$ cat src/rtl/core/drt_pkg.sv
// Shared types and constants for the damage rectangle tracker.
package drt_pkg;

   localparam int MAX_RECTS   = 32;
   localparam int IDX_W       = $clog2(MAX_RECTS + 1);
   localparam int SLOT_W      = $clog2(MAX_RECTS);
   localparam int CNT_W       = 6;
   localparam int COORD_W     = 15;
   localparam int AREA_W      = 2 * COORD_W;
   localparam int SUM_W       = AREA_W + IDX_W;
   localparam logic [COORD_W-1:0] SCREEN_LIMIT = 15'd16384;

   // Command codes
   localparam logic [2:0] CMD_ADD     = 3'd0;
   localparam logic [2:0] CMD_QUERY   = 3'd1;
   localparam logic [2:0] CMD_CONSUME = 3'd2;
   localparam logic [2:0] CMD_REMOVE  = 3'd3;
   localparam logic [2:0] CMD_CLEAR   = 3'd4;
   localparam logic [2:0] CMD_LIST    = 3'd5;

   // Register indexes
   localparam logic CSR_WIDTH  = 1'b0;
   localparam logic CSR_HEIGHT = 1'b1;

   // One stored rectangle, all values within the clipped screen
   typedef struct packed {
      logic [COORD_W-1:0] x;
      logic [COORD_W-1:0] y;
      logic [COORD_W-1:0] w;
      logic [COORD_W-1:0] h;
   } rect_type;

endpackage

$ cat src/rtl/core/drt_pair_unit.sv
// Shared pair evaluator: bounding box, areas of both and of the box, and overlap of two rectangles.
module drt_pair_unit
   import drt_pkg::*;
(
   input  logic              clock,
   input  rect_type          rect_a,
   input  rect_type          rect_b,
   output rect_type          bound_ff,
   output logic [AREA_W-1:0] area_a_ff,
   output logic [AREA_W-1:0] area_b_ff,
   output logic [AREA_W-1:0] area_c_ff,
   output logic              overlap_ff
);

   logic [COORD_W:0] ra, rb, ba, bb, rt, bt;
   logic [COORD_W-1:0] lx, ty;
   rect_type         bound_in;

   // bounding box; right and bottom edges stay within 2^15
   always_comb begin
      ra = {1'b0, rect_a.x} + {1'b0, rect_a.w};
      rb = {1'b0, rect_b.x} + {1'b0, rect_b.w};
      ba = {1'b0, rect_a.y} + {1'b0, rect_a.h};
      bb = {1'b0, rect_b.y} + {1'b0, rect_b.h};
      rt = (ra > rb) ? ra : rb;
      bt = (ba > bb) ? ba : bb;
      lx = (rect_a.x < rect_b.x) ? rect_a.x : rect_b.x;
      ty = (rect_a.y < rect_b.y) ? rect_a.y : rect_b.y;
      bound_in.x = lx;
      bound_in.y = ty;
      bound_in.w = COORD_W'(rt - {1'b0, lx});
      bound_in.h = COORD_W'(bt - {1'b0, ty});
   end

   // three 15x15 products, registered
   always_ff @(posedge clock) begin
      bound_ff   <= bound_in;
      area_a_ff  <= rect_a.w * rect_a.h;
      area_b_ff  <= rect_b.w * rect_b.h;
      area_c_ff  <= bound_in.w * bound_in.h;
      overlap_ff <= ({1'b0, rect_a.x} < rb) && ({1'b0, rect_b.x} < ra) &&
                    ({1'b0, rect_a.y} < bb) && ({1'b0, rect_b.y} < ba);
   end

endmodule

$ cat config.mk
export PLATFORM = sky130hd
export DESIGN_NAME = drt_pair_unit
export DESIGN_NICKNAME = d
export VERILOG_FILES = /design/src/rtl/core/drt_pkg.sv /design/src/rtl/core/drt_pair_unit.sv
export SDC_FILE = /design/constraint.sdc
export NUM_CORES = 2
export LEC_CHECK = 0
export BUFFER_PORTS_ARGS = -buffer_cell sky130_fd_sc_hd__buf_4
export CAP_MARGIN = 40
export CORE_MARGIN = 10
export CORE_UTILIZATION = 45
export DETAILED_ROUTE_END_ITERATION = 16
export PLACE_DENSITY = 0.72
export SYNTH_ARGS = -nofsm -noshare
export SYNTH_HDL_FRONTEND = slang
export SYNTH_SLANG_ARGS = --single-unit
$ cat constraint.sdc
create_clock -name clock -period 18.4 [get_ports clock]
set_clock_uncertainty 0.1 [all_clocks]
set_input_delay 0.92 -clock clock [delete_from_list [all_inputs] [get_ports clock]]
set_output_delay 0.92 -clock clock [all_outputs]
set_load 0.05 [all_outputs]
==> summary by stage <==
Outcome
The flow ran to the end, and the final reports show no timing, DRC or antenna violations.

Worst hold path
The hold path endpoint is bound_ff[58]. Counting instances, the worst hold path has a depth of 2. The hold path startpoint is rect_b[58]. The tightest min-delay check is of the in -> reg type.

Yosys
The mapped netlist covers about 31000 um2. The synthesized-area fraction occupied by ao, oa, aoi and oai cells is 0.0905. The post-synthesis share of cell area spent on full adders, half adders and majority gates is 0.518.

The synthesized instance count is about 3500. The number of warning messages in the yosys log is 0. By area, the combinational part of the netlist is dominated by adder cells. After synthesis the netlist holds a flip-flop and latch count of 151. Of the post-synthesis cell area, the part taken by muxes is 0.0151. In the synthesized netlist the dominant register cell turns out to be dfxtp_1.

A synthesized cell averages 8.92 um2. When the netlist entered floorplanning its net count stood at ~4600. The parity-gate share of the synthesized area counting xor and xnor cells is 0.0419. The sequential fraction of the synthesis area is 0.0964.

The count of unique library cells instantiated by Yosys is 65. The fraction of registers with async set/reset is 0. The count of flip-flops with a built-in enable after synthesis is 0. The area share of and/or/nand/nor cells after synthesis is 0.150.

Final layout
The most common library cell in the layout ignoring fill and taps is inv_1. From synthesis to final layout, the design area changed by 11.7%. The library cells used most frequently in the layout, excluding fill and tap cells, are 635 x inv_1, 507 x fa_1, 485 x ha_1.

The net count of the finished layout is 4852. The layout cell share with drive strength beyond 1 is 0.0983.

Drt
The via-per-instance ratio is 5.33. The first-pass detailed-route iteration total is 5. The number of routed nets with antenna violations is 0. Dividing the detail-routed wire length by the instance count gives 19.4 um. The remaining design rule violation count is 0. The initial DRC count is 1651. The total vias in the final route is 25000. The routed design has slightly above 90 mm of wire.

Floorplanning
The number of core rows is 96. In this run the count of I/O pins placed on the die edge is 272. The initial cell density of the core is 0.456.

The floorplan step set the die height to 284 um. The floorplan step defined a die boundary enclosing a little over 80000 um2. After floorplanning, the core was sized to cover 68800 um2. The die boundary width is 284 um.

Flow run
The number of violations of the max-capacitance limit is 0.

Setup path
Of all nets on the critical path, the largest fanout is 16. Among cell families on the critical path, the largest total delay comes from compound AO/OA/AOI/OAI gates. STA puts the critical path data required time at between 15000 and 20000 ps.

The most numerous cell on the critical path is fa_1. The combined buffer and inverter count along the critical path is 7. The slowest stage cell on the critical path is fa_1. The arrival time at the worst endpoint is 13310 ps. The type of the worst setup path is in -> reg. In this design, the stage delay of the slowest critical-path cell is 540 ps. STA classifies the critical path startpoint as an input pin. The category of the worst setup path capture point is a flip-flop.

Timing
The slew at the pin closest to its max-slew limit is 828 ps. The number of failing hold endpoints at the final stage is 0. Setup total negative slack on the finished layout was measured at 0 ps.

Measured against its own limit, the worst slew margin works out to 0.448. The worst path needs 13000 ps of the cycle, external delays included. Derived from the worst setup path, the maximum achievable clock frequency is 76.9 MHz. Setup repair after global routing left no endpoint under its margin. In the finished design, the share of the clock period the worst path needs comes to 0.706. The final count of pins violating max slew is 0. Setup violations remaining at the end of the flow were counted as 0.

Placement
The congestion estimate from routability-driven global placement came to 0.926. Input and output buffers added on the ports amount to 271. Detailed placement ended at an HPWL of 73.7 mm.

GRT
The via count of the first global-routing pass is 26200. The overflow left after global routing is 0. The first global-routing pass estimated about 150 mm of wire.

Across every metal layer, demand over resource in global routing totals 0.230. The pin count of the biggest net entering global routing is 27. The number of antenna violations at the first check in global routing was 22.

Clock tree
After clock tree synthesis, the setup repair step added 0 buffers. TritonCTS built the clock tree. The clock tree synthesis step divided the H-tree into 4 levels.

Clock tree synthesis inserted a total of 17 buffers. After clock tree synthesis, the clock-pin slew on the worst setup and hold paths is roughly 80 ps. Counting every sink on the clock net gives 151.

The buffer levels on the longest clock path is 2. The cts-stage hold buffer count is 0. The number of resized instances in the post-cts repair step is 0. The clock root buffer is clkbuf_16.
## per-stage QoR
stage	setup WS [ps]	hold slack [ps]	utilization	std cells	cell area [um2]
floorplan	6070	942	-	3517	31400
global placement	5260	1120	0.499	4651	34400
detailed placement	5020	1120	0.499	4651	34400
CTS	5480	561	0.508	4683	35000
global route	4620	592	0.509	4692	35000
finish	5400	599	0.509	4698	35000
## per-layer routing
metal,track usage,wire (um),vias to the layer above
met3,0.0572,7830,188
met2,0.364,41600,946
met1,0.297,38400,12300
met5,0,95,-
li1,-,-,11600
met4,0.0942,3220,16
## registers in the layout (all words and copies together) (netlist names)
register    flops
area_b_ff      30
area_c_ff      30
area_a_ff      30
overlap_ff      1
bound_ff       60
## worst max-delay path by stage
stage,slack (ps),from,end,cells past startpoint
floorplan,6070,rect_b[21],area_c_ff[28],49
global placement,5260,rect_b[21],area_c_ff[28],49
detailed placement,5020,rect_b[22],area_c_ff[28],49
CTS,5480,rect_b[22],area_c_ff[28],49
global route,4620,rect_b[22],area_c_ff[28],49
finish,5400,rect_b[22],area_c_ff[28],49
## synthesized netlist by cell type (all sizes together), types with 47 or more instances
library cell  count  share of area
inv             638          0.076
fa              507           0.32
xor2             47          0.013
a21oi           146          0.023
nor2            161          0.020
dfxtp           151          0.096
ha              485           0.19
a21o             67          0.016
and2            214          0.043
clkbuf           82         0.0098
nand2           435          0.052
xnor2           102          0.029
o21ai           100          0.016
## cell families after synthesis
group                      count (synthesis)
xor gates and xnor gates                 149
muxes                                     45
buffers and inverters                    732
DFF                                      151
adders and majority gates                995
and+or+nand+nor                          994
AOI/OAI and AO/OA                        451
## final cells by class
class	instances	area, um2
Antenna cell	15	37.5
Clock buffer	18	439
Clock inverter	14	178
Fill cell	6401	33800
Inverter	646	2420
Multi-Input combinational cell	2634	25600
Sequential cell	151	3020
Tap cell	931	1160
Timing Repair Buffer	289	2170
Power is left out: the tool's default activity adds up to more than one toggle a clock period on the data nets, which glitch-free logic cannot reach.
